--- src/rtl/lkc_pkg.sv ---
// Shared types and constants of the keyed entry cache.
package lkc_pkg;

  localparam int MaxEntries  = 64;
  localparam int SlotW       = $clog2(MaxEntries);
  localparam int CntW        = SlotW + 1;
  localparam int MaxKeyWords = 4;
  localparam int WordW       = 64;
  localparam int RowW        = MaxKeyWords * WordW;
  localparam int RankW       = SlotW;
  localparam int CapW        = 7;
  localparam int KwW         = 3;
  localparam int CfgW        = 7;
  localparam int CfgIdxW     = 2;
  localparam int FillW       = CntW;

  localparam logic [CapW-1:0] PromoteLimit = CapW'(64);
  localparam logic [CapW-1:0] CapReset     = CapW'(64);
  localparam logic [KwW-1:0]  KwReset      = KwW'(1);

  typedef enum logic [CfgIdxW-1:0] {
    CfgCapacity = 2'd0,
    CfgKeyWords = 2'd1
  } cfg_idx_e;

  typedef enum logic [1:0] {
    StIdle,
    StScan,
    StUpdate
  } state_e;

  typedef struct packed {
    logic [WordW-1:0] addr_word0;
    logic [WordW-1:0] addr_word1;
    logic [WordW-1:0] addr_word2;
    logic [WordW-1:0] addr_word3;
  } in_t;

  typedef struct packed {
    logic       hit;
    logic [5:0] slot;
    logic       replaced;
  } out_t;

  typedef struct packed {
    logic             clear;
    logic             rd_en;
    logic [SlotW-1:0] rd_idx;
    logic             update;
  } ctl_t;

  typedef struct packed {
    logic             found;
    logic [SlotW-1:0] hit_slot;
    logic [RankW-1:0] hit_rank;
    logic             any;
    logic [RankW-1:0] best;
    logic [SlotW-1:0] lru_slot;
    logic [SlotW-1:0] free_slot;
  } scan_res_t;

  typedef struct packed {
    logic             en;
    logic [SlotW-1:0] slot;
    logic             age_all;
    logic [RankW-1:0] limit;
    logic             fill_inc;
  } upd_t;

endpackage

--- src/rtl/lkc_seq.sv ---
// Sequencer that walks every slot once per lookup and then commits the update.
module lkc_seq (
  input  logic          clk_i,
  input  logic          rst_ni,
  input  logic          start,
  output logic          busy,
  output lkc_pkg::ctl_t ctl_o
);

  lkc_pkg::state_e state_q, state_d;
  logic [lkc_pkg::CntW-1:0] cnt_q, cnt_d;
  logic scan_last;

  assign scan_last = cnt_q[lkc_pkg::CntW-1];

  always_comb begin
    state_d = state_q;
    case (state_q)
      lkc_pkg::StIdle: begin
        if (start) begin
          state_d = lkc_pkg::StScan;
        end
      end
      lkc_pkg::StScan: begin
        if (scan_last) begin
          state_d = lkc_pkg::StUpdate;
        end
      end
      lkc_pkg::StUpdate: begin
        state_d = lkc_pkg::StIdle;
      end
      default: begin
        state_d = lkc_pkg::StIdle;
      end
    endcase
  end

  always_comb begin
    cnt_d  = cnt_q;
    ctl_o  = '0;
    busy   = 1'b1;
    case (state_q)
      lkc_pkg::StIdle: begin
        busy = 1'b0;
        if (start) begin
          ctl_o.clear = 1'b1;
          cnt_d       = '0;
        end
      end
      lkc_pkg::StScan: begin
        ctl_o.rd_en  = !scan_last;
        ctl_o.rd_idx = cnt_q[lkc_pkg::SlotW-1:0];
        cnt_d        = cnt_q + lkc_pkg::CntW'(1);
      end
      lkc_pkg::StUpdate: begin
        ctl_o.update = 1'b1;
      end
      default: begin
        busy = 1'b0;
      end
    endcase
  end

  always_ff @(posedge clk_i or negedge rst_ni) begin
    if (!rst_ni) begin
      state_q <= lkc_pkg::StIdle;
      cnt_q   <= '0;
    end else begin
      state_q <= state_d;
      cnt_q   <= cnt_d;
    end
  end

endmodule

--- config.mk ---
export PLATFORM = sky130hd
export DESIGN_NAME = lkc_seq
export DESIGN_NICKNAME = d
export VERILOG_FILES = /design/src/rtl/lkc_pkg.sv /design/src/rtl/lkc_seq.sv
export SDC_FILE = /design/constraint.sdc
export NUM_CORES = 1
export LEC_CHECK = 0
export BUFFER_PORTS_ARGS = -buffer_cell sky130_fd_sc_hd__buf_2
export CORE_AREA = 5 5 42 44
export DETAILED_ROUTE_END_ITERATION = 8
export DIE_AREA = 0 0 47 49
export PLACE_DENSITY = 0.71
export SLEW_MARGIN = 30
export SYNTH_ARGS = -nofsm -noshare
export SYNTH_HDL_FRONTEND = slang
export SYNTH_SLANG_ARGS = --single-unit
--- constraint.sdc ---
create_clock -name clk_i -period 2 [get_ports clk_i]
set_input_delay 0.5 -clock clk_i [delete_from_list [all_inputs] [get_ports clk_i]]
set_output_delay 0.5 -clock clk_i [all_outputs]
set_load 0.01 [all_outputs]
* Yosys cells after proc, flatten, opt, wreduce, memory -nomap -nowiden
Cells that the tools add are included.
Storage, ports and cells: output and inout bits 10, input bits 3, flip-flop bits (word level) 9, word-level logic and storage cells 23
Operators by class: reductions and logical operators 6, muxes and demuxes 10, $add $sub $neg 1, equality and inequality tests 4
Operators with widths (count):
- 2-to-1 mux 7 bit | 2
- one-hot mux 7 bit (2 select lines) | 1
- adder 7 x 1 -> 7 bit (second input constant) | 1
- 2-to-1 mux 1 bit | 4
- 2-to-1 mux 2 bit | 2
- != test 2 bit (second input constant) | 2
- one-hot mux 2 bit (2 select lines) | 1
- AND reduction 2 bit | 2
- == test 2 x 1 -> 1 bit (second input constant) | 1
- == test 2 bit (second input constant) | 1
- zero test 2 bit | 1
- nonzero test 2 bit | 1
- OR reduction 2 bit | 1
- zero test 1 bit | 1

* Logic depth before layout (Yosys ltp)
depth after elaboration 3, gate-level depth with buffers 6

* Worst setup path before layout
No wires, ideal clock.
path kind flip-flop to flip-flop, from reg state_q[0], to reg cnt_q[6] (netlist bit), period minus slack after synthesis 1.604 ns, arrival time 1.526 ns, setup slack 0.396 ns, path buffers 1, setup time 0.077 ns, stages on the path, launching flop included 7, cells stage by stage dfrtp_1 inv_1 ha_1 mux2i_1 buf_6 or4_1 a21oi_1
On the way: longest elaborated chain between the ends 3, elaborated cells between the ends (all ways) 6
Ends and longest elaborated chain:
- start: declaration | line lkc_seq.sv:10 | lkc_pkg::state_e state_q, state_d;
- start signal: assignment | line lkc_seq.sv:66 | state_q <= lkc_pkg::StIdle;
- start signal: assignment | line lkc_seq.sv:69 | state_q <= state_d;
- == test 2 x 1 -> 1 bit or zero test 2 bit (tied branches) | line lkc_seq.sv:42 | case (state_q)
- nonzero test 2 bit (no source line) or != test 2 bit (tied branches)
- AND reduction 2 bit (no source line)
- end signal: assignment | line lkc_seq.sv:70 | cnt_q <= cnt_d;
- end: declaration | line lkc_seq.sv:11 | logic [lkc_pkg::CntW-1:0] cnt_q, cnt_d;
Several ways; a longest one is shown, not always the timed one. A chain may end at the register's enable or synchronous reset.

==> out/metrics.csv <==
stage,metric,value,unit
floorplanning,start_util,39.7,%
clocking,clockBufferDepth,2,
synth,yosys-top-cells-area,"dfrtp_1 40%, ha_1 11%, and2_1 7.9%, a21oi_1 4.5%, o21ai_0 3.6%",
clocking,cts_resized,0,
synth,synth_edf_count,0,
synth,ys_seq_area_share,40.4,%
drt,drt-total-wl,1100,um
sta,fmax,0.527,GHz
drt,ant_nets,0,
global_route,grt_remaining_overflow,0,
finish,nNetsFinal,83,
setup_path,r2r_slack,310,ps
drt,drcViolationCount,0,
sta,fin_setup_tns,0,ps
finish,num_antenna_cells,0,
sta,worst_hold_slack,84.0,ps
synth,synth_top_cell_by_area,dfrtp_1,
floorplanning,core_area,1400,um^2
floorplanning,dieWidth,47,um
setup_path,r2r-end,cnt_q[6],
setup_path,cp_num_buf_inv,3,
sta,fin_skew,6.40,ps
clocking,post_cts_buffers,0,
setup_path,slowest_delay,400,ps
min_path,hold_class,primary input to async pin,
clocking,h-tree-depth,1,
setup_path,cp_max_fo,11,
clocking,cts.hold.buffers_added,0,
global_route,grt_usage,11.7,%
setup_path,start_kind,flop,
sta,maxSlewViolCount,0,
synth,yosysUniqueCellTypes,21,
drt,vias_per_cell,5.11,
job,maxCapViolCount,0,
global_route,grt_max_degree,12,
status,status,"finished, final reports clean",
drt,avgRoutedWirePerCell,12.2,um
sta,hold_viol,0,
synth,synth_area_per_cell,9.44,um^2
clocking,root_buffer,clkbuf_4,
setup_path,critPathTopFamily,flip-flops,
setup_path,arrival,1400,ps
setup_path,path_cells,inv_1 > ha_1 > buf_4 > and2_1 > buf_2,
synth,synth_flop_cell,dfrtp_1,
floorplanning,die_y,49,um
clocking,numCtsBuffers,3,
setup_path,timing.rr.start,state_q[0],
synth,synthesis.nets,67,
sta,fin_crit,1900,ps
place,dpl.hpwl,861,um
clocking,cts.sinks,9,
clocking,cts_tree,done,
drt,vias,460,
synth,yosysMostFrequentCell,dfrtp_1,
synth,synth_area,557,um^2
place,gp_congestion,0.727,
setup_path,ff2ff_path_depth,5,
global_route,grt_pass1_wl,2010,um
drt,drt_first_iter_violations,2,
clocking,clk_pin_slew_worst_paths,60,ps
floorplanning,num_rows,14,
sta,finalCritPeriodShare,95.0,%
synth,yosys-top-cells-count,"9 x dfrtp_1, 7 x and2_1, 5 x a21oi_1, 5 x ha_1",
finish,fin_util,47.1,%
global_route,grt_pass1_vias,470,
place,io_buffer_count,12,
floorplanning,die-area,2300,um^2
setup_path,crit_type,flop to output pin,
sta,tightest_slew,482,ps
sta,rsz0062_at_grt,no,
setup_path,cp_slowest_cell,dfrtp_1,
power_and_ir_drop,leakage,0.316,nW
synth,async_reset_ff_share,100,%
power_and_ir_drop,power.density,1240,nW/um^2
setup_path,worstPathRequired,1500,ps
finish,syn_to_final_growth,18.4,%
global_route,antenna_found_initial,0,
clocking,clk_latency,260,ps
synth,ys_warn_count,0,
drt,drtPass1Iterations,4,
power_and_ir_drop,p_total,0.817,mW
sta,slew_headroom,67.2,%
setup_path,end_kind,output pin,
power_and_ir_drop,vdd_drop_max,0.589,mV
synth,synth.ff_latch_count,9,
floorplanning,ios,13,
sta,setup_viol_count_final,0,
finish,drive_gt1_share,24.3,%
synth,netlist_instances,59,
synth,synth_top_area_share,40.4,%
-- cell usage in the layout (no fill, tap or decap), types with 3 or more instances in the layout --
master	n
ha_1	5
o21ai_0	4
and2_1	7
buf_2	12
dfrtp_1	9
nor2_1	3
clkbuf_4	3
nand2_1	4
a21oi_1	5
nor2b_1	3
-- worst max path at each step --
stage / from / endpoint / slack (ps) / depth (start not counted)
floorplan: state_q[0] / cnt_q[6] / 400 / 6
global placement: state_q[0] / cnt_q[6] / 300 / 5
detailed placement: state_q[1] / cnt_q[3] / 230 / 5
CTS: state_q[1] / ctl_o[3] / 100 / 5
global route: state_q[1] / ctl_o[4] / 3 / 5
finish: state_q[1] / ctl_o[2] / 100 / 5
-- power by group --
| group | switching (mW) | internal (mW) | leakage (nW) |
|---|---|---|---|
| clock | 0.0619 | 0.0767 | 0.0150 |
| sequential | 0.0505 | 0.232 | 0.119 |
| combinational | 0.213 | 0.183 | 0.181 |
| total | 0.325 | 0.492 | 0.316 |
-- layer usage --
| metal | share of wire [%] | wire (um) | vias to the layer above | track usage [%] |
|---|---|---|---|---|
| li1 | - | - | 233 | - |
| met1 | 47 | 518 | 212 | 16.1 |
| met2 | 45 | 494 | 13 | 16.7 |
| met3 | 7.1 | 78 | 2 | 3.69 |
| met4 | 0.82 | 9 | 0 | 4.15 |
| met5 | 0 | 0 | - | 0 |
-- final cells by class --
class                      count  area [um^2]
tap                           16         20.0
multi-input combinational     46          313
sequential                     9          225
fill                         152          742
clock buffer                   4         26.3
inverter                       2         7.51
timing repair buffer          13         67.6
-- registers in the layout, summed over array words and instances (netlist names) --
register  cells
state_q       2
cnt_q         7
-- cell families (layout without fill, tap and decap cells) --
logic type,Yosys count,after routing,synth area share [%]
multiplexers,2,2,3.82
buffers and inverters,4,19,4.04
AO/OA/AOI/OAI,13,13,14.2
flip-flops,9,9,40.5
adder cells (fa/ha/maj),5,5,11.2
AND/OR/NAND/NOR,26,26,26.3
-- stage by stage --
step | instance area, um^2 | instances | setup WS, ps
floorplan | 557 | 59 | 396
finish | 659 | 90 | 101
detailed placement | 629 | 86 | 232
CTS | 656 | 90 | 100
global placement | 629 | 86 | 303
global route | 659 | 90 | 3.22
No activity file was read; power rests on OpenSTA's default activity.
