**src/rtl/lkc_pkg.sv**
```systemverilog
// Shared types and constants of the keyed entry cache.
package lkc_pkg;

  localparam int MaxEntries  = 64;
  localparam int SlotW       = $clog2(MaxEntries);
  localparam int CntW        = SlotW + 1;
  localparam int MaxKeyWords = 4;
  localparam int WordW       = 64;
  localparam int RowW        = MaxKeyWords * WordW;
  localparam int RankW       = SlotW;
  localparam int CapW        = 7;
  localparam int KwW         = 3;
  localparam int CfgW        = 7;
  localparam int CfgIdxW     = 2;
  localparam int FillW       = CntW;

  localparam logic [CapW-1:0] PromoteLimit = CapW'(64);
  localparam logic [CapW-1:0] CapReset     = CapW'(64);
  localparam logic [KwW-1:0]  KwReset      = KwW'(1);

  typedef enum logic [CfgIdxW-1:0] {
    CfgCapacity = 2'd0,
    CfgKeyWords = 2'd1
  } cfg_idx_e;

  typedef enum logic [1:0] {
    StIdle,
    StScan,
    StUpdate
  } state_e;

  typedef struct packed {
    logic [WordW-1:0] addr_word0;
    logic [WordW-1:0] addr_word1;
    logic [WordW-1:0] addr_word2;
    logic [WordW-1:0] addr_word3;
  } in_t;

  typedef struct packed {
    logic       hit;
    logic [5:0] slot;
    logic       replaced;
  } out_t;

  typedef struct packed {
    logic             clear;
    logic             rd_en;
    logic [SlotW-1:0] rd_idx;
    logic             update;
  } ctl_t;

  typedef struct packed {
    logic             found;
    logic [SlotW-1:0] hit_slot;
    logic [RankW-1:0] hit_rank;
    logic             any;
    logic [RankW-1:0] best;
    logic [SlotW-1:0] lru_slot;
    logic [SlotW-1:0] free_slot;
  } scan_res_t;

  typedef struct packed {
    logic             en;
    logic [SlotW-1:0] slot;
    logic             age_all;
    logic [RankW-1:0] limit;
    logic             fill_inc;
  } upd_t;

endpackage

```
**src/rtl/lkc_lanes.sv**
```systemverilog
// Per-entry valid bits and recency ranks, aged in parallel, plus the fill count.
module lkc_lanes (
  input  logic                                               clk_i,
  input  logic                                               rst_ni,
  input  lkc_pkg::upd_t                                      upd_i,
  output logic [lkc_pkg::MaxEntries-1:0]                     valid_o,
  output logic [lkc_pkg::MaxEntries-1:0][lkc_pkg::RankW-1:0] rank_o,
  output logic [lkc_pkg::FillW-1:0]                          fill_o
);

  logic [lkc_pkg::MaxEntries-1:0]                     valid_q, valid_d;
  logic [lkc_pkg::MaxEntries-1:0][lkc_pkg::RankW-1:0] rank_q, rank_d;
  logic [lkc_pkg::FillW-1:0]                          fill_q, fill_d;

  always_comb begin
    valid_d = valid_q;
    rank_d  = rank_q;
    fill_d  = fill_q;
    if (upd_i.en) begin
      for (int i = 0; i < lkc_pkg::MaxEntries; i++) begin
        if (valid_q[i] && (upd_i.age_all || (rank_q[i] < upd_i.limit))) begin
          rank_d[i] = rank_q[i] + lkc_pkg::RankW'(1);
        end
        if (upd_i.slot == lkc_pkg::SlotW'(i)) begin
          rank_d[i]  = '0;
          valid_d[i] = 1'b1;
        end
      end
      if (upd_i.fill_inc) begin
        fill_d = fill_q + lkc_pkg::FillW'(1);
      end
    end
  end

  always_ff @(posedge clk_i or negedge rst_ni) begin
    if (!rst_ni) begin
      valid_q <= '0;
      rank_q  <= '0;
      fill_q  <= '0;
    end else begin
      valid_q <= valid_d;
      rank_q  <= rank_d;
      fill_q  <= fill_d;
    end
  end

  assign valid_o = valid_q;
  assign rank_o  = rank_q;
  assign fill_o  = fill_q;

endmodule

```
**config.mk**
```make
export PLATFORM = sky130hd
export DESIGN_NAME = lkc_lanes
export DESIGN_NICKNAME = d
export VERILOG_FILES = /design/src/rtl/lkc_pkg.sv /design/src/rtl/lkc_lanes.sv
export SDC_FILE = /design/constraint.sdc
export NUM_CORES = 1
export LEC_CHECK = 0
export BUFFER_PORTS_ARGS = -buffer_cell sky130_fd_sc_hd__buf_2
export CORE_ASPECT_RATIO = 1.2
export CORE_MARGIN = 5
export CORE_UTILIZATION = 55
export DETAILED_ROUTE_END_ITERATION = 10
export GPL_TIMING_DRIVEN = 0
export PLACE_DENSITY_LB_ADDON = 0.05
export SYNTH_ARGS = -nofsm -noshare
export SYNTH_HDL_FRONTEND = slang
export SYNTH_SLANG_ARGS = --single-unit
export TNS_END_PERCENT = 100
```
**constraint.sdc**
```tcl
create_clock -name clk_i -period 4.4 [get_ports clk_i]
set_input_delay 0.66 -clock clk_i [delete_from_list [all_inputs] [get_ports clk_i]]
set_output_delay 0.66 -clock clk_i [all_outputs]
set_load 0.03 [all_outputs]
```
**Yosys cells after proc, flatten, opt, wreduce, memory -nomap -nowiden**

Index checks and enable logic that the tools add are counted.

- Bits in registers: 455
- Latch bits: 0
- Memory bits (writable): 0
- ROM bits: 0
- Bits of input ports: 17
- Output and inout port bits: 455
- Word-level logic and storage cells: 771
- Memories kept: 0

- $add $sub $neg: 65
- $mul: 0
- Divide/modulo/power cells: 0
- $lt $le $gt $ge: 64
- Eq/ne operators: 63
- Shift-type cells: 0
- Mux-type cells: 128
- Bitwise logic cells: 0
- Reduce and logical (&&, ||, !) cells: 322

Operators with widths:

| cell | count |
|---|---|
| 6-bit two-way mux | 128 |
| 6-bit by 1-bit adder with 6-bit output, second input constant | 64 |
| 6-bit < comparator | 64 |
| 2-bit AND reduction | 129 |
| 6-bit equality test, second input constant | 32 |
| 2-bit nonzero test | 64 |
| 6-bit by 5-bit equality test with 1-bit output, second input constant | 16 |
| 1-bit logical AND | 64 |
| 1-bit logical OR | 64 |
| 6-bit by 4-bit equality test with 1-bit output, second input constant | 8 |
| 6-bit by 3-bit equality test with 1-bit output, second input constant | 4 |
| 6-bit by 2-bit equality test with 1-bit output, second input constant | 2 |
| 7-bit by 1-bit adder with 7-bit output, second input constant | 1 |
| 6-bit by 1-bit equality test with 1-bit output, second input constant | 1 |
| 6-bit zero test | 1 |

**Longest topological paths before layout**

Gate-level depths: netlist of the first run.

- Word-level depth: 5
- Gate-level depth with buffers: 9
- Gate-level depth less buffers: 8

**Worst setup path after synthesis of the first run**

No wires, ideal clock.

- Path kind: in2reg
- Start point: in upd_i[5] in the netlist's numbering
- End point: reg rank_q, in the netlist rank_o[68]
- Setup time: 0.067 ns
- Arrival time: 3.678 ns
- Data required time: 4.333 ns
- Setup slack: 0.655 ns
- Stages: 8
- Buffers on the path: 0
- Cell sequence: inv_1 ha_1 a21o_1 a221o_1 a221oi_4 nand2_1 or4_1 nand2_1

- Longest elaborated chain between the ends: 5

RTL lines:

| element | line | text |
|---|---|---|
| from (decl) | lkc_lanes.sv:5 | `input lkc_pkg::upd_t upd_i,` |
| 6-bit < comparator | lkc_lanes.sv:21 | `if (valid_q[i] && (upd_i.age_all \|\| (rank_q[i] < upd_i.limit))) begin` |
| 1-bit logical OR | lkc_lanes.sv:21 |  |
| 1-bit logical AND | lkc_lanes.sv:21 |  |
| 2-bit nonzero test (no source line) | n/a |  |
| 2-bit AND reduction (no source line) | n/a |  |
| to (signal assigned) | lkc_lanes.sv:42 | `rank_q <= rank_d;` |
| to (decl) | lkc_lanes.sv:12 | `logic [lkc_pkg::MaxEntries-1:0][lkc_pkg::RankW-1:0] rank_q, rank_d;` |

No other way between the ends.
A chain may end at the register's enable or synchronous reset.

**Worst setup path in the final report of the first run**

- Start point: in upd_i[14] in the netlist's numbering
- End point: reg rank_q, in the netlist rank_o[73]

- Longest elaborated chain between the ends: 1

RTL lines:

| element |
|---|
| 2-bit AND reduction (no source line) |

No other way between the ends.

==> impl_metrics.tcl, run 1 <==
set metrics [dict create \
    finalSetupViolations 0 \
    synth-async-reset-ratio_pct 100.0 \
    min_period_over_period_pct 85.76 \
    p_switching_mw 9.705 \
    postRouteWirelength_mm 121.1 \
    timing.max_slew.rel_slack_pct 3.826 \
    drt_drc_violations_left 0 \
    post_route_cells_drive_above_1_share_pct 18.35 \
    place.gp.congestion 0.9521 \
    fin_cells 4577 \
    power.leakage_nw 17.67 \
    timing.critical_path.buf_inv 6 \
    ctsLongestPathBuffers 3 \
    final_max_slew_viol_count 0 \
    power_switching_share_pct 46.35 \
    critical-path-slowest-cell "sky130_fd_sc_hd__clkbuf_1" \
    area_growth_syn_to_layout_pct 17.49 \
    htreeDepth 2 \
    clock-skew-final_ns 0.01870 \
    power.share.sequential_pct 34.5 \
    finalPower_mw 20.94 \
    shortest_clock_period_the_worst_path_allows_after_layout_ns 3.774 \
    grt.overflow.total 0 \
    timing.max_cap.violations 0 \
    grt_start_max_net_pins 117 \
    ys_seq_area_share_pct 37.29 \
    clkPwrFrac_pct 22.6 \
    fp.dieW_microns 225.1 \
    syn_area_per_cell_sq_um 9.300 \
    clk_root_buffer_cell "sky130_fd_sc_hd__clkbuf_16" \
    grt_usage_pct 38.53 \
    die_y_microns 268.1 \
    run_status "completed" \
    syn-num-nets 3685 \
    wire_per_inst_microns 26.45 \
    critPathLaunchType "input pin" \
    power_report.internal_total_mw 11.23 \
    numCtsBuffers 51 \
    powerDensity_nw_per_um2 583.7 \
    net_count_reported_at_finish 4214 \
    synthTopCellsByArea "sky130_fd_sc_hd__dfrtp_1 (37%), sky130_fd_sc_hd__ha_1 (16%), sky130_fd_sc_hd__o21ai_0 (4.5%)" \
    antenna_violations_before_repair 5 \
    netlist_top_cells_count "sky130_fd_sc_hd__dfrtp_1 (455), sky130_fd_sc_hd__ha_1 (385), sky130_fd_sc_hd__nand2_1 (362)" \
    postRouteAntennaNets 0 \
    worstSetupEndpointType "register" \
    core_sq_um 54930 \
    design.die.area_sq_um 60340 \
    r2r_slack_ns 2.00 \
    combinationalPowerShare_pct 42.9 \
    grt_pass1_wl_mm 179.3 \
    synth_top_cell_area_share_pct 37.29 \
    io_pins 472 \
    place_hpwl_mm 85.89 \
    dr_total_vias 30790 \
    type_of_the_worst_setup_path "in -> reg" \
    tritoncts_num_sinks 455 \
    worst_path_largest_cell_delay_ns 0.90 \
    clk_pin_slew_ns 0.06 \
    vdd_drop_max_mv 0.4773 \
    detail_route.first_pass.iterations 8 \
    dpl_cell_area_sq_um 34040 \
    placement.io_buffers 466 \
    max_slew.worst_pin.slew_ns 1.437 \
    synthesis.yosys.warnings 0 \
    clock.fmax_mhz 265.0 \
    worst_skew_pair.late_latency_ns 0.63 \
    hp-class "reg -> reg" \
    first_global_vias 29800 \
    post_synth_inst_count 3283 \
    floorplan.initialDensity_pct 55.59 \
    timing.final.hold_violations 0 \
    dpl.cell_count 4478 \
    commonest_register_cell_after_synthesis "sky130_fd_sc_hd__dfrtp_1" \
    ordered_list_of_cells_on_the_worst_path "buf_4, buf_2, buf_2, buf_2, clkbuf_1, clkbuf_1, a31oi_1" \
    critical_path_arrival_ns 4.20 \
    clock_tree_from_tritoncts "yes" \
    timing.critical_path.fanout_max 10 \
    synth.ff_latch_count 455 \
    detail_route.iter0.violations 2999 \
    post_synth_num_cell_types 83 \
    mappedNetlistArea_sq_um 30530 \
    synthMostInstantiatedCell "sky130_fd_sc_hd__dfrtp_1" \
    critical_path_required_ns 4.83 \
    critical_path.most_common_cell "sky130_fd_sc_hd__buf_2" \
    path_delay_family "buffers and inverters" \
    synth-edff-count 0 \
    final_design_area_no_fill_sq_um 35870 \
    post_drt_via_cell_ratio 6.726 \
    post-route-util_pct 65.31 \
    synth_top_cell_by_area "sky130_fd_sc_hd__dfrtp_1" \
    rsz0062_at_grt "false" \
    cts_resized 0 \
    fp_rows 94 \
]
## final timing paths
path / from / end / depth (start not counted)
worst max-delay path: upd_i[14] / rank_o[73] / 7
max in group asynchronous: rst_ni / rank_o[57] / 4
worst min register to register: fill_o[6] / fill_o[6] / 1
worst max register to register: rank_o[70] / rank_o[68] / 7
worst min-delay path: fill_o[6] / fill_o[6] / 1
min in group asynchronous: rst_ni / fill_o[5] / 2
## kinds of logic (layout without fill, tap and decap cells)
logic type | Yosys count | after routing | share of synthesized area (%)
AOI/OAI and AO/OA | 947 | 947 | 21.24
xor gates and xnor gates | 18 | 18 | 0.5163
adders and majority gates | 385 | 385 | 15.78
buffers and inverters | 166 | 735 | 2.336
DFF | 455 | 455 | 37.29
muxes | 62 | 62 | 2.094
other | 0 | 5 | 0
and+or+nand+nor | 1250 | 1250 | 20.74
## metal layers
metal | vias up | routed length [microns] | GRT usage, % | part of all wire, %
li1 | 13550 | - | - | -
met1 | 15150 | 43630 | 46.32 | 36
met2 | 1609 | 54850 | 61.10 | 45
met3 | 478 | 13010 | 10.38 | 11
met4 | 4 | 9542 | 25.22 | 7.9
met5 | - | 25 | 0 | 0.021
## registers in the layout, summed over array words and instances (netlist names)
register,cells
valid_o,64
fill_o,7
rank_o,384
## repair_timing
item / in CTS / in global routing
hold buffers: 1 / 0
hold endpoints to repair: 24 / 0
buffers inserted: 0 / 0
## worst register-to-register path: cells and delay by family (launching register included)
family / cells / cell delay [ns]
adder cells (fa/ha/maj): 1 / 0.32
AO/OA/AOI/OAI: 3 / 0.95
AND/OR/NAND/NOR: 3 / 0.63
flip-flops: 1 / 0.45
## layout by cell type (no fill, tap or decap), types with 13 or more instances in the layout
cell type / Yosys / routed
sky130_fd_sc_hd__buf_2: 33 / 498
sky130_fd_sc_hd__dfrtp_1: 455 / 455
sky130_fd_sc_hd__ha_1: 385 / 385
sky130_fd_sc_hd__nand2_1: 362 / 362
sky130_fd_sc_hd__o21ai_0: 272 / 272
sky130_fd_sc_hd__nand3_1: 236 / 236
sky130_fd_sc_hd__a21oi_1: 209 / 209
sky130_fd_sc_hd__nor2_1: 166 / 166
sky130_fd_sc_hd__nand4_1: 104 / 104
sky130_fd_sc_hd__nand2b_1: 91 / 91
sky130_fd_sc_hd__a21o_1: 74 / 74
sky130_fd_sc_hd__inv_1: 77 / 72
sky130_fd_sc_hd__and3_1: 71 / 71
sky130_fd_sc_hd__clkbuf_16: 0 / 53
sky130_fd_sc_hd__mux2i_1: 47 / 47
sky130_fd_sc_hd__o211ai_1: 46 / 46
sky130_fd_sc_hd__clkbuf_1: 35 / 43
sky130_fd_sc_hd__o31ai_1: 40 / 40
sky130_fd_sc_hd__a22o_1: 34 / 34
sky130_fd_sc_hd__nor2b_1: 30 / 30
sky130_fd_sc_hd__a32o_1: 30 / 30
sky130_fd_sc_hd__nor3_1: 29 / 29
sky130_fd_sc_hd__or2_2: 27 / 27
sky130_fd_sc_hd__or4_1: 26 / 26
sky130_fd_sc_hd__and4_1: 24 / 24
sky130_fd_sc_hd__a31oi_1: 23 / 23
sky130_fd_sc_hd__a211oi_1: 22 / 22
sky130_fd_sc_hd__nor3b_1: 20 / 20
sky130_fd_sc_hd__o22ai_1: 19 / 19
sky130_fd_sc_hd__o21ai_1: 17 / 17
sky130_fd_sc_hd__a221oi_4: 16 / 16
sky130_fd_sc_hd__a211o_1: 15 / 15
sky130_fd_sc_hd__mux2_2: 15 / 15
sky130_fd_sc_hd__clkbuf_8: 0 / 14
sky130_fd_sc_hd__a41oi_1: 13 / 13
## metrics by stage
stage	hold WS (ns)	TNS, ns	setup slack (ns)
2_1_floorplan	0.3644	0	0.6549
3_3_place_gp	0.4566	-3392.59	-6.805
3_5_place_dp	0.4610	0	0.1095
4_1_cts	0.4731	0	0.7348
5_1_grt	0.5003	0	0.6817
6_report	0.4755	0	0.6264
## power by group through the flow
stage / clock network [mW] / logic [mW] / registers, mW
2_1_floorplan: 0 / 3.67 / 9.15
3_3_place_gp: 0 / 8.54 / 7.13
3_5_place_dp: 0 / 8.90 / 7.20
4_1_cts: 4.75 / 8.95 / 7.14
5_1_grt: 4.92 / 9.74 / 7.42
6_report: 4.73 / 8.99 / 7.23
## layout make-up
class	count	area, sq um
tap	720	900.9
timing repair buffer	476	2600
sequential	455	11390
multi-input combinational	2662	18430
buffer	86	412.9
clock buffer	75	1549
antenna	5	12.51
clock inverter	18	265.3
inverter	80	312.8
fill	4603	19050
(Power assumes the default switching activity.)
==> inputs of run 2 (changes only) <==
MAX_ROUTING_LAYER = met4   (was not set)
==> run 2 against run 1 <==
Effect of this change:
- the run now ends with capacitance limit, slew limit left
- global-route usage is 1.0 points higher
- clock-buffer cell count grew 10
- cell count hardly changed
- die area did not move
- first-iteration DRC count decreased by 4.4%
- hold slack worse by 0.45 ns
- largest cell class unchanged
- highest routed layer is now met4
==> impl_metrics.tcl, run 2 (synthesis gave the netlist of run 1 again) <==
set metrics [dict create \
    run_status "finished, violations left" \
    violated_checks "capacitance limit, slew limit" \
    grt_start_max_net_pins 112 \
    timing.max_cap.violations 1 \
    numCtsBuffers 51 \
    place.gp.congestion 0.9565 \
    grt.overflow.total 0 \
    wire_per_inst_microns 26.47 \
    clock-skew-final_ns 0.02370 \
    min_period_over_period_pct 86.93 \
    clock_tree_from_tritoncts "yes" \
    detail_route.first_pass.iterations 6 \
    cts_resized 0 \
    placement.io_buffers 466 \
    area_growth_syn_to_layout_pct 16.81 \
    worstSetupEndpointType "register" \
    finalSetupViolations 0 \
    post_drt_via_cell_ratio 6.715 \
    dr_total_vias 30720 \
    clock.fmax_mhz 261.4 \
    net_count_reported_at_finish 4214 \
    critPathLaunchType "input pin" \
    grt_usage_pct 39.55 \
    type_of_the_worst_setup_path "in -> reg" \
    clk_root_buffer_cell "sky130_fd_sc_hd__clkbuf_16" \
    detail_route.iter0.violations 2867 \
    hp-class "in -> async" \
    power.leakage_nw 17.56 \
    ordered_list_of_cells_on_the_worst_path "buf_4, buf_2, buf_2, buf_2, clkbuf_1, clkbuf_1, o21ai_0" \
    finalWorstSetupSlack_ns 0.5749 \
    fp.dieW_microns 225.1 \
    postRouteWirelength_mm 121.1 \
    io_pins 472 \
    critical-path-slowest-cell "sky130_fd_sc_hd__clkbuf_1" \
    rsz0062_at_grt "false" \
    core_sq_um 54930 \
    vdd_drop_max_mv 0.4253 \
    antenna_violations_before_repair 2 \
    design.die.area_sq_um 60340 \
    tritoncts_num_sinks 455 \
    timing.final.hold_violations 0 \
    place_worst_setup_slack_ns 0.01734 \
    die_y_microns 268.1 \
    ctsLongestPathBuffers 3 \
    cts_hold_buffers 0 \
    critical_path_arrival_ns 4.27 \
    floorplan.initialDensity_pct 55.59 \
    critical_path.most_common_cell "sky130_fd_sc_hd__buf_2" \
    setup_total_negative_slack_ns 0 \
    post_route_cells_drive_above_1_share_pct 18.05 \
    worst_path_largest_cell_delay_ns 0.92 \
    drt_drc_violations_left 0 \
    first_global_vias 29830 \
    timing.max_slew.rel_slack_pct -0.1600 \
    largest_reg_flops 384 \
    htreeDepth 2 \
    powerDensity_nw_per_um2 574.3 \
    final_common_cell "sky130_fd_sc_hd__buf_2" \
    finalPower_mw 20.48 \
    final_max_slew_viol_count 11 \
    clk_pin_slew_ns 0.06 \
    final_cell_mix "sky130_fd_sc_hd__buf_2 (498), sky130_fd_sc_hd__dfrtp_1 (455), sky130_fd_sc_hd__ha_1 (385), sky130_fd_sc_hd__nand2_1 (362), sky130_fd_sc_hd__o21ai_0 (272)" \
    post-route-util_pct 64.93 \
    worst_skew_pair.late_latency_ns 0.62 \
    postRouteAntennaNets 0 \
    place_hpwl_mm 86.47 \
    grt_pass1_wl_mm 178.4 \
    timing.critical_path.fanout_max 10 \
    max_slew.worst_pin.slew_ns 1.502 \
    shortest_clock_period_the_worst_path_allows_after_layout_ns 3.825 \
    critical_path_required_ns 4.85 \
    fp_rows 94 \
    post_cts_setup_buffer_count 0 \
]
==> run 2: path summary, 6_finish.rpt <==
| kind | start | to | cells after the start | slack, ns |
|---|---|---|---|---|
| setup / recovery | upd_i[14] | rank_o[226] | 7 | 0.57 |
| hold / removal | rst_ni | fill_o[6] | 1 | 0.03 |
| setup reg to reg | rank_o[70] | rank_o[68] | 7 | 1.96 |
| hold reg to reg | fill_o[6] | fill_o[6] | 1 | 0.48 |
| max in group asynchronous | rst_ni | rank_o[254] | 3 | 2.85 |
| min in group clk_i | fill_o[6] | fill_o[6] | 1 | 0.48 |
==> run 2: area by class of cell <==
class | count | area [sq um]
Clock inverter | 6 | 30.03
Antenna cell | 5 | 12.51
Multi-Input combinational cell | 2662 | 18430
Timing Repair Buffer | 476 | 2601
Fill cell | 4650 | 19260
Sequential cell | 455 | 11390
Tap cell | 720 | 900.9
Inverter | 80 | 312.8
Buffer | 86 | 412.9
Clock buffer | 85 | 1577
==> run 2: worst max-delay path, delay by kind of cell <==
kind	cells	cell delay, ns
AOI/OAI and AO/OA	1	0.18
buffers and inverters	6	3.40
==> run 2: metrics by stage <==
step	cells	hold slack (ns)	area, sq um
floorplan	3283	0.3644	30530
global placement	4469	0.4571	33760
detailed placement	4479	0.4611	34050
CTS	4570	0.04444	35650
global route	4572	0.06067	35660
finish	4575	0.02618	35670
==> run 2: power by group <==
part | leakage (nW) | internal [mW] | switching [mW]
registers | 5.73 | 5.38 | 1.85
clock network | 0.793 | 2.42 | 1.84
logic | 11.0 | 3.03 | 5.96
total | 17.6 | 10.8 | 9.66
==> run 2: layer usage <==
metal  track usage [%]  routed length [microns]  part of all wire, %  vias to the layer above
li1                  -                        -                    -                    13570
met1             46.04                    43950                   36                    15000
met2             61.65                    55360                   46                     1680
met3             10.63                    12980                   11                      476
met4             23.31                     8806                  7.3                        0
met5                 -                        0                    0                        -
