## src/rtl/lkc_pkg.sv

```systemverilog
// Shared types and constants of the keyed entry cache.
package lkc_pkg;

  localparam int MaxEntries  = 64;
  localparam int SlotW       = $clog2(MaxEntries);
  localparam int CntW        = SlotW + 1;
  localparam int MaxKeyWords = 4;
  localparam int WordW       = 64;
  localparam int RowW        = MaxKeyWords * WordW;
  localparam int RankW       = SlotW;
  localparam int CapW        = 7;
  localparam int KwW         = 3;
  localparam int CfgW        = 7;
  localparam int CfgIdxW     = 2;
  localparam int FillW       = CntW;

  localparam logic [CapW-1:0] PromoteLimit = CapW'(64);
  localparam logic [CapW-1:0] CapReset     = CapW'(64);
  localparam logic [KwW-1:0]  KwReset      = KwW'(1);

  typedef enum logic [CfgIdxW-1:0] {
    CfgCapacity = 2'd0,
    CfgKeyWords = 2'd1
  } cfg_idx_e;

  typedef enum logic [1:0] {
    StIdle,
    StScan,
    StUpdate
  } state_e;

  typedef struct packed {
    logic [WordW-1:0] addr_word0;
    logic [WordW-1:0] addr_word1;
    logic [WordW-1:0] addr_word2;
    logic [WordW-1:0] addr_word3;
  } in_t;

  typedef struct packed {
    logic       hit;
    logic [5:0] slot;
    logic       replaced;
  } out_t;

  typedef struct packed {
    logic             clear;
    logic             rd_en;
    logic [SlotW-1:0] rd_idx;
    logic             update;
  } ctl_t;

  typedef struct packed {
    logic             found;
    logic [SlotW-1:0] hit_slot;
    logic [RankW-1:0] hit_rank;
    logic             any;
    logic [RankW-1:0] best;
    logic [SlotW-1:0] lru_slot;
    logic [SlotW-1:0] free_slot;
  } scan_res_t;

  typedef struct packed {
    logic             en;
    logic [SlotW-1:0] slot;
    logic             age_all;
    logic [RankW-1:0] limit;
    logic             fill_inc;
  } upd_t;

endpackage

```

## src/rtl/lkc_scan.sv

```systemverilog
// Shared compare unit: matches one stored row per cycle and tracks hit, oldest and free slots.
module lkc_scan (
  input  logic                                           clk_i,
  input  logic                                           rst_ni,
  input  lkc_pkg::ctl_t                                  ctl_i,
  input  logic [lkc_pkg::RowW-1:0]                       row_i,
  input  lkc_pkg::in_t                                   key_i,
  input  logic [lkc_pkg::KwW-1:0]                        words_i,
  input  logic [lkc_pkg::MaxEntries-1:0]                 valid_i,
  input  logic [lkc_pkg::MaxEntries-1:0][lkc_pkg::RankW-1:0] rank_i,
  output lkc_pkg::scan_res_t                             res_o
);

  logic                      cmp_vld_q;
  logic [lkc_pkg::SlotW-1:0] cmp_idx_q;
  lkc_pkg::scan_res_t        res_q, res_d;
  logic                      free_found_q, free_found_d;
  logic [lkc_pkg::RowW-1:0]  key_row;
  logic                      eq;
  logic                      cur_valid;
  logic [lkc_pkg::RankW-1:0] cur_rank;

  assign key_row = {key_i.addr_word3, key_i.addr_word2, key_i.addr_word1, key_i.addr_word0};
  assign cur_valid = valid_i[cmp_idx_q];
  assign cur_rank  = rank_i[cmp_idx_q];

  always_comb begin
    eq = 1'b1;
    for (int w = 0; w < lkc_pkg::MaxKeyWords; w++) begin
      if ((lkc_pkg::KwW'(w) < words_i) &&
          (row_i[w*lkc_pkg::WordW +: lkc_pkg::WordW] !=
           key_row[w*lkc_pkg::WordW +: lkc_pkg::WordW])) begin
        eq = 1'b0;
      end
    end
  end

  always_comb begin
    res_d        = res_q;
    free_found_d = free_found_q;
    if (ctl_i.clear) begin
      res_d        = '0;
      free_found_d = 1'b0;
    end else if (cmp_vld_q) begin
      if (cur_valid) begin
        if (!res_q.found && eq) begin
          res_d.found    = 1'b1;
          res_d.hit_slot = cmp_idx_q;
          res_d.hit_rank = cur_rank;
        end
        if (!res_q.any || (cur_rank > res_q.best)) begin
          res_d.any      = 1'b1;
          res_d.best     = cur_rank;
          res_d.lru_slot = cmp_idx_q;
        end
      end else if (!free_found_q) begin
        free_found_d    = 1'b1;
        res_d.free_slot = cmp_idx_q;
      end
    end
  end

  always_ff @(posedge clk_i or negedge rst_ni) begin
    if (!rst_ni) begin
      cmp_vld_q    <= 1'b0;
      free_found_q <= 1'b0;
      res_q        <= '0;
    end else begin
      cmp_vld_q    <= ctl_i.rd_en;
      free_found_q <= free_found_d;
      res_q        <= res_d;
    end
  end

  always_ff @(posedge clk_i) begin
    cmp_idx_q <= ctl_i.rd_idx;
  end

  assign res_o = res_q;

endmodule

```

## config.mk

```make
export PLATFORM = sky130hd
export DESIGN_NAME = lkc_scan
export DESIGN_NICKNAME = d
export VERILOG_FILES = /design/src/rtl/lkc_pkg.sv /design/src/rtl/lkc_scan.sv
export SDC_FILE = /design/constraint.sdc
export NUM_CORES = 1
export LEC_CHECK = 0
export ABC_AREA = 0
export CORE_AREA = 2 2 391 393
export CTS_CLUSTER_SIZE = 40
export DETAILED_ROUTE_END_ITERATION = 10
export DIE_AREA = 0 0 393 395
export DONT_BUFFER_PORTS = 1
export GPL_TIMING_DRIVEN = 0
export PLACE_DENSITY_LB_ADDON = 0.08
export SYNTH_ARGS = -nofsm -noshare
export SYNTH_HDL_FRONTEND = slang
export SYNTH_SLANG_ARGS = --single-unit
export TNS_END_PERCENT = 50
```

## constraint.sdc

```tcl
create_clock -name clk_i -period 8.5 [get_ports clk_i]
set_clock_uncertainty 0.05 [all_clocks]
set_input_delay 1.7 -clock clk_i [delete_from_list [all_inputs] [get_ports clk_i]]
set_output_delay 1.7 -clock clk_i [all_outputs]
set_load 0.01 [all_outputs]
```

* After elaboration in Yosys (flattened, before gate mapping)
Cells that the tools add are included.
Word-level totals: flip-flop bits (word level) 40, latch bits 0, bits in writable memories 0, memory bits (read-only) 0, input port bits 974, memories kept 0
Cells by class: add/sub/neg operators 0, multipliers 0, div/mod/pow operators 0, $lt $le $gt $ge 6, eq/ne operators 6, shift-type cells 0, muxes and demuxes 18, bitwise logic cells 0, reductions and logical operators 16
Operators by type and width (count):
- 64-bit != test | 4
- 32-bit 2-to-1 mux | 2
- 6-bit binary-select mux with 6-bit select | 1
- 13-bit 2-to-1 mux | 2
- 26-bit 2-to-1 mux | 1
- 6-bit 2-to-1 mux | 3
- 3-bit AND reduction | 3
- 1-bit 2-to-1 mux | 8
- 2-bit nonzero test | 4
- 6-bit by 7-bit less-than comparator with 1-bit output (second input constant) | 1
- 1-bit binary-select mux with 6-bit select | 1
- 6-bit > comparator | 1
- 1-bit by 3-bit less-than comparator with 1-bit output (first input constant) | 2
- 2-bit by 3-bit less-than comparator with 1-bit output (first input constant) | 2
- 1-bit logical AND | 5
- 2-bit != test (second input constant) | 2
- 1-bit zero test | 2
- 2-bit AND reduction | 1
- 1-bit logical OR | 1

* Longest topological paths before layout
Gate-level depths: netlist of the first run.
depth after elaboration 11, gate-level depth with buffers 17, gate-level depth less buffers 13

* Least setup slack after synthesis of the first run
OpenSTA, ideal clock, no wires.
path type input port to flip-flop, from in rank_i[379] (netlist name), to reg res_q, in the netlist res_o[10], setup time 0.079 ns, arrival time 4.720 ns, data required time 8.371 ns, setup slack 3.651 ns, stages on the path 13, path through mux4_2 > mux4_2 > mux4_2 > ha_1 > nor2b_1 > o21a_1 > o21a_1 > o21a_1 > o21a_1 > o22ai_1 > a21o_1 > buf_6 > mux2i_1
Between the ends: cells in the longest elaborated chain, start to end 6
Ends and longest elaborated chain:
- start: declaration | RTL line lkc_scan.sv:10 | input logic [lkc_pkg::MaxEntries-1:0][lkc_pkg::RankW-1:0] rank_i,
- 6-bit binary-select mux with 6-bit select | RTL line lkc_scan.sv:25 | assign cur_rank = rank_i[cmp_idx_q];
- 6-bit 2-to-1 mux (not written as such) | RTL line lkc_scan.sv:25
- 6-bit > comparator | RTL line lkc_scan.sv:51 | if (!res_q.any || (cur_rank > res_q.best)) begin
- 1-bit logical OR | RTL line lkc_scan.sv:51
- 2-bit nonzero test (no source line)
- 3-bit AND reduction (no source line)
- end signal: assignment | RTL line lkc_scan.sv:71 | res_q <= res_d;
- end: declaration | RTL line lkc_scan.sv:16 | lkc_pkg::scan_res_t res_q, res_d;
No other way between the ends. The select of a mux whose other input is x is not followed. A chain may end at the register's enable or synchronous reset.

* Final worst setup path of the first run
from reg cmp_idx_q[1] (netlist name), to reg res_q, in the netlist res_o[10]
Between the ends: cells in the longest elaborated chain, start to end 6
Ends and longest elaborated chain:
- start: declaration | RTL line lkc_scan.sv:15 | logic [lkc_pkg::SlotW-1:0] cmp_idx_q;
- start signal: assignment | RTL line lkc_scan.sv:76 | cmp_idx_q <= ctl_i.rd_idx;
- 6-bit binary-select mux with 6-bit select | RTL line lkc_scan.sv:25
- 6-bit 2-to-1 mux (not written as such) | RTL line lkc_scan.sv:25
- 6-bit > comparator | RTL line lkc_scan.sv:51
- 1-bit logical OR | RTL line lkc_scan.sv:51
- 2-bit nonzero test (no source line)
- 3-bit AND reduction (no source line) (*)
Mark *: on every way between the ends. The rest lies on a longest branch, timed or not. The select of a mux whose other input is x is not followed.

==> results of run 1 <==
[cells in the mapped netlist]
cell type | instances | area share (%)
sky130_fd_sc_hd__a31oi_1 | 1 | 0.078
sky130_fd_sc_hd__dfxtp_1 | 6 | 1.5
sky130_fd_sc_hd__nand3_1 | 1 | 0.062
sky130_fd_sc_hd__nor4_1 | 17 | 1.3
sky130_fd_sc_hd__o21ai_1 | 18 | 1.1
sky130_fd_sc_hd__a21oi_1 | 6 | 0.37
sky130_fd_sc_hd__nand2_1 | 2 | 0.093
sky130_fd_sc_hd__nand2b_1 | 26 | 2.0
sky130_fd_sc_hd__mux2_2 | 1 | 0.14
sky130_fd_sc_hd__nor2b_1 | 2 | 0.16
sky130_fd_sc_hd__mux2i_1 | 19 | 2.4
sky130_fd_sc_hd__or2_2 | 1 | 0.078
sky130_fd_sc_hd__o21a_1 | 4 | 0.37
sky130_fd_sc_hd__o22ai_1 | 2 | 0.16
sky130_fd_sc_hd__mux4_2 | 143 | 40
sky130_fd_sc_hd__xnor2_1 | 256 | 28
sky130_fd_sc_hd__a211oi_1 | 1 | 0.093
sky130_fd_sc_hd__clkbuf_1 | 18 | 0.84
sky130_fd_sc_hd__dfrtp_1 | 34 | 11
sky130_fd_sc_hd__nor2_1 | 3 | 0.14
sky130_fd_sc_hd__nand4_1 | 69 | 5.4
sky130_fd_sc_hd__buf_2 | 15 | 0.93
sky130_fd_sc_hd__a21o_1 | 1 | 0.093
sky130_fd_sc_hd__nand3b_1 | 20 | 1.9
sky130_fd_sc_hd__buf_6 | 5 | 0.70
sky130_fd_sc_hd__o221ai_1 | 1 | 0.11
sky130_fd_sc_hd__buf_4 | 3 | 0.28
sky130_fd_sc_hd__a22oi_1 | 1 | 0.093
sky130_fd_sc_hd__ha_1 | 6 | 0.93
sky130_fd_sc_hd__inv_1 | 8 | 0.37
[per-stage QoR]
step                cells  hold slack (ps)  area (sq um)
global placement     2720            422.8         10600
CTS                  2727            443.5         10740
detailed placement   2720            425.6         10610
floorplan             690            403.8          8055
finish               2757            435.8         10820
global route         2755            466.8         10810
[state kept, by name (all words and copies together) (netlist names)]
register / flops
cmp_idx_q: 6
cmp_vld_q: 1
free_found_q: 1
res_o: 32
[report_power, final]
part	internal, mW	switching (mW)
combinational	0.247	0.210
clock	0.107	0.101
sequential	0.201	0.0239
[metal layers]
layer	global-route usage (%)	up-vias	share of wire [%]	wire (um)
li1	-	2771	-	-
met1	8.130	3403	30	22560
met2	18.28	572	56	42520
met3	2.887	102	9.4	7131
met4	4.693	10	4.8	3612
met5	0	-	0.094	71
[layout make-up]
cell class,count,area share [%]
Clock inverter,2,0.1157
Buffer,41,2.082
Multi-Input combinational cell,601,63.22
Sequential cell,40,8.975
Antenna cell,30,0.6940
Clock buffer,5,1.157
Inverter,8,0.2776
Tap cell,2030,23.48
[kinds of logic (layout without fill, tap and decap cells)]
family | count (synthesis) | count (layout)
xor gates and xnor gates | 256 | 256
muxes | 163 | 163
and+or+nand+nor | 141 | 141
buffers and inverters | 49 | 56
adders and majority gates | 6 | 6
AOI/OAI and AO/OA | 35 | 35
other | 0 | 30
DFF | 40 | 40
[worst max-delay path by stage]
| stage | startpoint | end | slack, ps | depth (start not counted) |
|---|---|---|---|---|
| detailed placement | cmp_idx_q[1] | res_o[12] | 2730 | 16 |
| CTS | cmp_idx_q[1] | res_o[12] | 2670 | 16 |
| global placement | cmp_idx_q[1] | res_o[10] | 2710 | 16 |
| finish | cmp_idx_q[1] | res_o[10] | 2840 | 16 |
| floorplan | rank_i[379] | res_o[10] | 3650 | 13 |
| global route | cmp_idx_q[1] | res_o[8] | 2570 | 16 |
[worst register-to-register path: cells and delay by family, from the launching register on]
| kind | cells | cell delay, ps |
|---|---|---|
| buffers and inverters | 4 | 1680 |
| adders and majority gates | 1 | 330 |
| DFF | 1 | 460 |
| AOI/OAI and AO/OA | 6 | 1120 |
| muxes | 4 | 1840 |
| and+or+nand+nor | 1 | 130 |
[cells in the final DEF, fill, tap and decap left out, types with 2 or more instances in the layout]
master	instances
sky130_fd_sc_hd__nor2b_1	2
sky130_fd_sc_hd__inv_1	8
sky130_fd_sc_hd__o22ai_1	2
sky130_fd_sc_hd__clkbuf_16	5
sky130_fd_sc_hd__buf_6	5
sky130_fd_sc_hd__xnor2_1	256
sky130_fd_sc_hd__nand2_1	2
sky130_fd_sc_hd__ha_1	6
sky130_fd_sc_hd__nand4_1	69
sky130_fd_sc_hd__clkbuf_1	15
sky130_fd_sc_hd__mux4_2	143
sky130_fd_sc_hd__nor4_1	17
sky130_fd_sc_hd__a21oi_1	6
sky130_fd_sc_hd__diode_2	30
sky130_fd_sc_hd__clkbuf_2	3
sky130_fd_sc_hd__nand3b_1	20
sky130_fd_sc_hd__dfxtp_1	6
sky130_fd_sc_hd__o21a_1	4
sky130_fd_sc_hd__nand2b_1	26
sky130_fd_sc_hd__mux2i_1	19
sky130_fd_sc_hd__nor2_1	3
sky130_fd_sc_hd__buf_2	15
sky130_fd_sc_hd__buf_4	3
sky130_fd_sc_hd__o21ai_1	18
sky130_fd_sc_hd__dfrtp_1	34
==> impl_summary.log, run 1 <==
[metrics] final worst-path setup slack: ~2800 ps
[metrics] FF-to-FF End: res_o[10]
[metrics] number of levels the H-tree was split into: 2
[metrics] worst min path class: reg -> reg
[metrics] highest clock rate: about 180 MHz
[metrics] sink of the worst hold path: free_found_q
[metrics] main combinational cell family by area after synthesis: multiplexers
[metrics] start point of the worst hold path: free_found_q
[metrics] sum of negative setup slack: 0 ps
[metrics] slew at the pin closest to its max-slew limit: 1308 ps
[metrics] cell family with most CP delay: multiplexers
[metrics] critical setup path kind: reg -> reg
[metrics] post-synth design cell area: 8055 sq um
[metrics] residual antenna-violating net count after detailed routing: 0
[metrics] warning count from the yosys run: 0
[metrics] standard cell with the maximum stage delay on the critical path: sky130_fd_sc_hd__clkbuf_1
[metrics] number of failing hold endpoints at the final stage: 0
[metrics] Reg clk slew, reported paths: 70 ps
[metrics] CTS tree: yes
[metrics] share of the synthesized area in compound gates (AO/OA/AOI/OAI): 2.485%
[metrics] post-synthesis share of cell area spent on and, or, nand and nor gates: 11.09%
[metrics] depth of the worst register-to-register path: 16
[metrics] Routed wire per std cell: 27.53 um
[metrics] area taken by flip-flops and latches: 970.9 sq um
[metrics] overall power of the completed layout: 0.8911 mW
[metrics] relative max-transition margin: 12.83%
[metrics] maximum fanout along the worst path: 10
[metrics] routed via count: 6858
[metrics] Final Setup Violations: 0
[metrics] total clock buffers created by CTS: 5
[metrics] post-detailed-route via-to-cell ratio: 2.487
[metrics] post-synthesis to final-layout area growth: 34.30%
[metrics] final cell utilization of the core: 7.155%
[metrics] master cell of the clock root buffer: sky130_fd_sc_hd__clkbuf_16
[metrics] register area share after synthesis: 12.05%
[metrics] run status: finished, final reports clean
[metrics] # DRC: 0
[metrics] worst hold path stage count: 2
[metrics] number of placement rows: 143
[metrics] Max rail drop VDD: 0.08805 mV
[metrics] total count of max-transition violations in the final report: 0
[metrics] wire length of the first global-routing pass: 91.80 mm
[metrics] Final Cycle Share: between 60% and 70%
[metrics] Final Critical Period: 5662 ps
[metrics] Synth cell types: 30
[metrics] # Post-CTS Setup Buffers: 0
[metrics] clock sinks: 40
[metrics] number of DRC violations after detailed-routing iteration 0: 330
[metrics] nets@finish: 1677
[metrics] HPWL after detailed placement: 71.49 mm
[metrics] Gates resized, CTS repair: 0
[metrics] crit end category: flip-flop
[metrics] dominant cell type by count on the critical path: sky130_fd_sc_hd__o21a_1
[metrics] data arrival time of the critical path: 5840 ps
[metrics] hold-fix buffer count after cts: 0
[metrics] power per cell area: 82.37 nW/um^2
[metrics] buffers from clock root to sink, at most: 2
[metrics] CP Launch Type: flip-flop
[metrics] Maximum Capacitance Violations: 0
[metrics] XOR/XNOR Fraction of Synth Area: 27.83%
[metrics] number of iterations in the first detailed-routing pass: 5
[metrics] die boundary width: 393 um
[metrics] Setup WS pre-CTS: about 2700 ps
[metrics] fraction of synthesized area in multiplexers: between 40% and 50%
[metrics] total global routing overflow: 0
[metrics] area enclosed by the die boundary: around 160000 sq um
[metrics] Synth Area per Inst: ~12 sq um
[metrics] # port buffers: 0
[metrics] initial core utilization: 5.328%
[metrics] Clk Latency, worst-skew pair: 300 ps
[metrics] Placeable Area: about 150000 sq um
[metrics] synthesized-area fraction occupied by adder cells: 0.9320%
[metrics] Slowest Stage Delay on Critical Path: 970 ps
[metrics] Critical Path, Cell by Cell: buf_4, buf_4, clkbuf_1, mux4_2, mux4_2, mux4_2, ha_1, nor2b_1, o21a_1, o21a_1, o21a_1, o21a_1, o22ai_1, a21o_1, buf_6, mux2i_1
[metrics] multi-input gate area in the final layout: 6839 sq um
[metrics] Boundary Pins: 1006
[metrics] syn_nets: 1670
[metrics] Static Leakage: 2.520 nW
[metrics] maximum number of pins on one net before global-route repair: 35
[metrics] die span in y: 395 um
[metrics] GRT Util Overall: 9.210%
[metrics] layout cells sized above 1: between 20% and 30%
[metrics] required time of the worst setup path: 8680 ps
[metrics] slack of the worst reg-to-reg path: 2840 ps
[metrics] fillcell total: between 15000 and 20000
[metrics] post-synthesis register bit count: 40
[metrics] GP Congestion: 0.8625
[metrics] source of the worst register-to-register timing path: cmp_idx_q[1]
[metrics] instance count of the mapped netlist: 690
[metrics] combined buffer and inverter count along the critical path: 4
[metrics] vias in the first global route: 8028
[metrics] number of antenna violations at the first check in global routing: 48
[metrics] unrepaired setup endpoints after global routing: no
[metrics] Total Wirelength: 75.90 mm
(Power assumes the default switching activity.)
==> run 2: changes to the inputs <==
clock period = 5.2 ns   (was 8.5 ns; I/O delays follow)
==> impl_summary.log, run 2 (synthesized netlist as in run 1, its figures left out) <==
[metrics] run status: finished, final reports clean
[metrics] die boundary width: 393 um (unchanged)
[metrics] number of DRC violations after detailed-routing iteration 0: 352 (+6.7%)
[metrics] die span in y: 395 um (unchanged)
[metrics] critical setup path kind: reg -> reg
[metrics] power per cell area: 134.3 nW/um^2 (+63%)
[metrics] crit end category: flip-flop
[metrics] slew at the pin closest to its max-slew limit: 936.9 ps (-370.7 ps)
[metrics] final cell utilization of the core: 7.197% (+0.041 points)
[metrics] most common cell after layout, fill and taps aside: sky130_fd_sc_hd__xnor2_1
[metrics] Slowest Stage Delay on Critical Path: 610 ps (-360 ps)
[metrics] relative max-transition margin: 37.54% (+25 points)
[metrics] global-route met1 utilization: 8.130% (unchanged)
[metrics] Total Wirelength: 75.93 mm (about the same)
[metrics] wire length of the first global-routing pass: 91.80 mm (about the same)
[metrics] number of failing hold endpoints at the final stage: 0 (unchanged)
[metrics] highest-count cells in the layout ignoring fill and taps: sky130_fd_sc_hd__xnor2_1, sky130_fd_sc_hd__mux4_2, sky130_fd_sc_hd__nand4_1
[metrics] HPWL after detailed placement: 71.49 mm (unchanged)
[metrics] flip-flop count of the largest register after layout: 32 (unchanged)
[metrics] highest clock rate: 203.4 MHz (+15%)
[metrics] depth of the worst register-to-register path: 15 (-1)
[metrics] vias in the first global route: 8028 (unchanged)
[metrics] Final Critical Period: 4917 ps (-745.8 ps)
[metrics] Critical Path, Cell by Cell: buf_2, clkbuf_4, mux4_2, mux4_2, mux4_2, ha_1, nor2b_1, o21a_1, o21a_1, o21a_1, o21a_1, o22ai_1, a21o_1, buf_6, mux2i_1
[metrics] fraction of met2 tracks used by global routing: 18.28% (unchanged)
[metrics] maximum number of pins on one net before global-route repair: 35 (unchanged)
[metrics] worst min path class: in -> async
[metrics] CP Launch Type: flip-flop
[metrics] maximum fanout along the worst path: 10 (unchanged)
[metrics] total count of max-transition violations in the final report: 0 (unchanged)
[metrics] total global routing overflow: 0 (unchanged)
[metrics] area enclosed by the die boundary: 155200 sq um (unchanged)
[metrics] CTS tree: yes
[metrics] most crowded layer after global routing: met2
[metrics] data arrival time of the critical path: 5100 ps (-740 ps)
[metrics] master cell of the clock root buffer: sky130_fd_sc_hd__clkbuf_16
[metrics] sum of negative setup slack: 0 ps (unchanged)
[metrics] met3 track demand over resource in global routing: 2.887% (unchanged)
[metrics] # Post-CTS Setup Buffers: 0 (unchanged)
[metrics] Reg clk slew, reported paths: 80 ps (about the same)
[metrics] GRT Util Overall: 9.210% (unchanged)
[metrics] Static Leakage: 2.560 nW (+1.6%)
[metrics] Clk Latency, worst-skew pair: 300 ps (about the same)
[metrics] clock sinks: 40 (unchanged)
[metrics] Final Cycle Share: 94.55% (+28 points)
[metrics] Routed wire per std cell: 27.55 um (about the same)
[metrics] cell area after placement: 10610 sq um (unchanged)
[metrics] number of antenna violations at the first check in global routing: 48 (unchanged)
[metrics] combined buffer and inverter count along the critical path: 3 (-1)
[metrics] # port buffers: 0 (unchanged)
[metrics] # DRC: 0 (unchanged)
[metrics] Non-Filler Cell Area, Final: 10880 sq um (+0.58%)
[metrics] Final Setup Violations: 0 (unchanged)
[metrics] Placeable Area: 151200 sq um (unchanged)
[metrics] number of levels the H-tree was split into: 2 (unchanged)
[metrics] initial core utilization: 5.328% (unchanged)
[metrics] instance count on the critical path: 15 (-1)
[metrics] post-detailed-route via-to-cell ratio: 2.484 (-0.14%)
[metrics] required time of the worst setup path: 5380 ps (-3300 ps)
[metrics] standard cell with the maximum stage delay on the critical path: sky130_fd_sc_hd__mux4_2
[metrics] Maximum Capacitance Violations: 0 (unchanged)
[metrics] post-synthesis to final-layout area growth: 35.07%
[metrics] Max rail drop VDD: 0.1439 mV (+63%)
[metrics] residual antenna-violating net count after detailed routing: 0 (unchanged)
[metrics] number of placement rows: 143 (unchanged)
[metrics] nets@finish: 1677 (unchanged)
[metrics] Hold Slack: 367.5 ps (-68.21 ps)
[metrics] layout cells sized above 1: 26.97% (+1.3 points)
[metrics] cell family with most CP delay: multiplexers
[metrics] unrepaired setup endpoints after global routing: no
[metrics] Boundary Pins: 1006 (unchanged)
[metrics] total clock buffers created by CTS: 5 (unchanged)
[metrics] number of iterations in the first detailed-routing pass: 5 (unchanged)
[metrics] slack of the worst reg-to-reg path: 280 ps (-2550 ps)
[metrics] routed via count: 6846 (-0.17%)
[metrics] dominant cell type by count on the critical path: sky130_fd_sc_hd__o21a_1
[metrics] buffers from clock root to sink, at most: 2 (unchanged)
[metrics] GP Congestion: 0.8625 (unchanged)
-- run 2: cell count changes in the layout (fill, tap and decap cells not counted), moves of 6 or more --
cell | before | now
sky130_fd_sc_hd__buf_2 | 15 | 5
sky130_fd_sc_hd__clkbuf_4 | 0 | 9
sky130_fd_sc_hd__clkbuf_1 | 15 | 7
sky130_fd_sc_hd__buf_4 | 3 | 9
-- run 2: final timing paths --
check                                   from            to
worst max-delay path            cmp_idx_q[0]     res_o[10]
worst min-delay path                  rst_ni      res_o[4]
worst min register to register  free_found_q  free_found_q
worst max register to register  cmp_idx_q[0]     res_o[10]
max in group asynchronous             rst_ni  free_found_q
min in group clk_i              free_found_q  free_found_q
-- run 2: where the power goes --
| group | switching, mW | leakage (nW) | total, mW | internal (mW) |
|---|---|---|---|---|
| Combinational | 0.344 | 1.98 | 0.753 | 0.409 |
| Sequential | 0.0391 | 0.515 | 0.367 | 0.328 |
| Clock | 0.166 | 0.0659 | 0.341 | 0.176 |
| Total | 0.549 | 2.56 | 1.46 | 0.912 |
-- run 2: layout make-up --
| cell class | count | area [sq um] |
|---|---|---|
| clock buffers | 5 | 125.1 |
| diodes | 29 | 72.57 |
| clock inverters | 2 | 12.51 |
| multi-input cells | 601 | 6839 |
| well taps | 2030 | 2540 |
| plain buffers | 41 | 289.0 |
| flip-flops and latches | 40 | 972.2 |
| inverters | 8 | 30.03 |
| fillers | 17640 | 140300 |
-- run 2: per-stage QoR --
| stage | setup WS [ps] | power (mW) | instances |
|---|---|---|---|
| floorplan | 1011 | 0.8931 | 690 |
| global placement | -590.6 | 1.169 | 2720 |
| detailed placement | -571.7 | 1.164 | 2720 |
| CTS | 11.92 | 1.534 | 2727 |
| global route | 5.765 | 1.564 | 2755 |
| finish | 283.5 | 1.461 | 2756 |
-- run 2: what timing repair did --
item / CTS / global route
resized for setup: 13 / 26
endpoints found under the setup margin: 12 / 10
gates cloned: 0 / 0
hold buffers: 0 / 0
-- run 2: per-layer routing --
layer  vias up  wire length, um
met5         -               61
met4        10             3719
met3       105             7179
met2       573            42410
met1      3387            22560
li1       2771                -
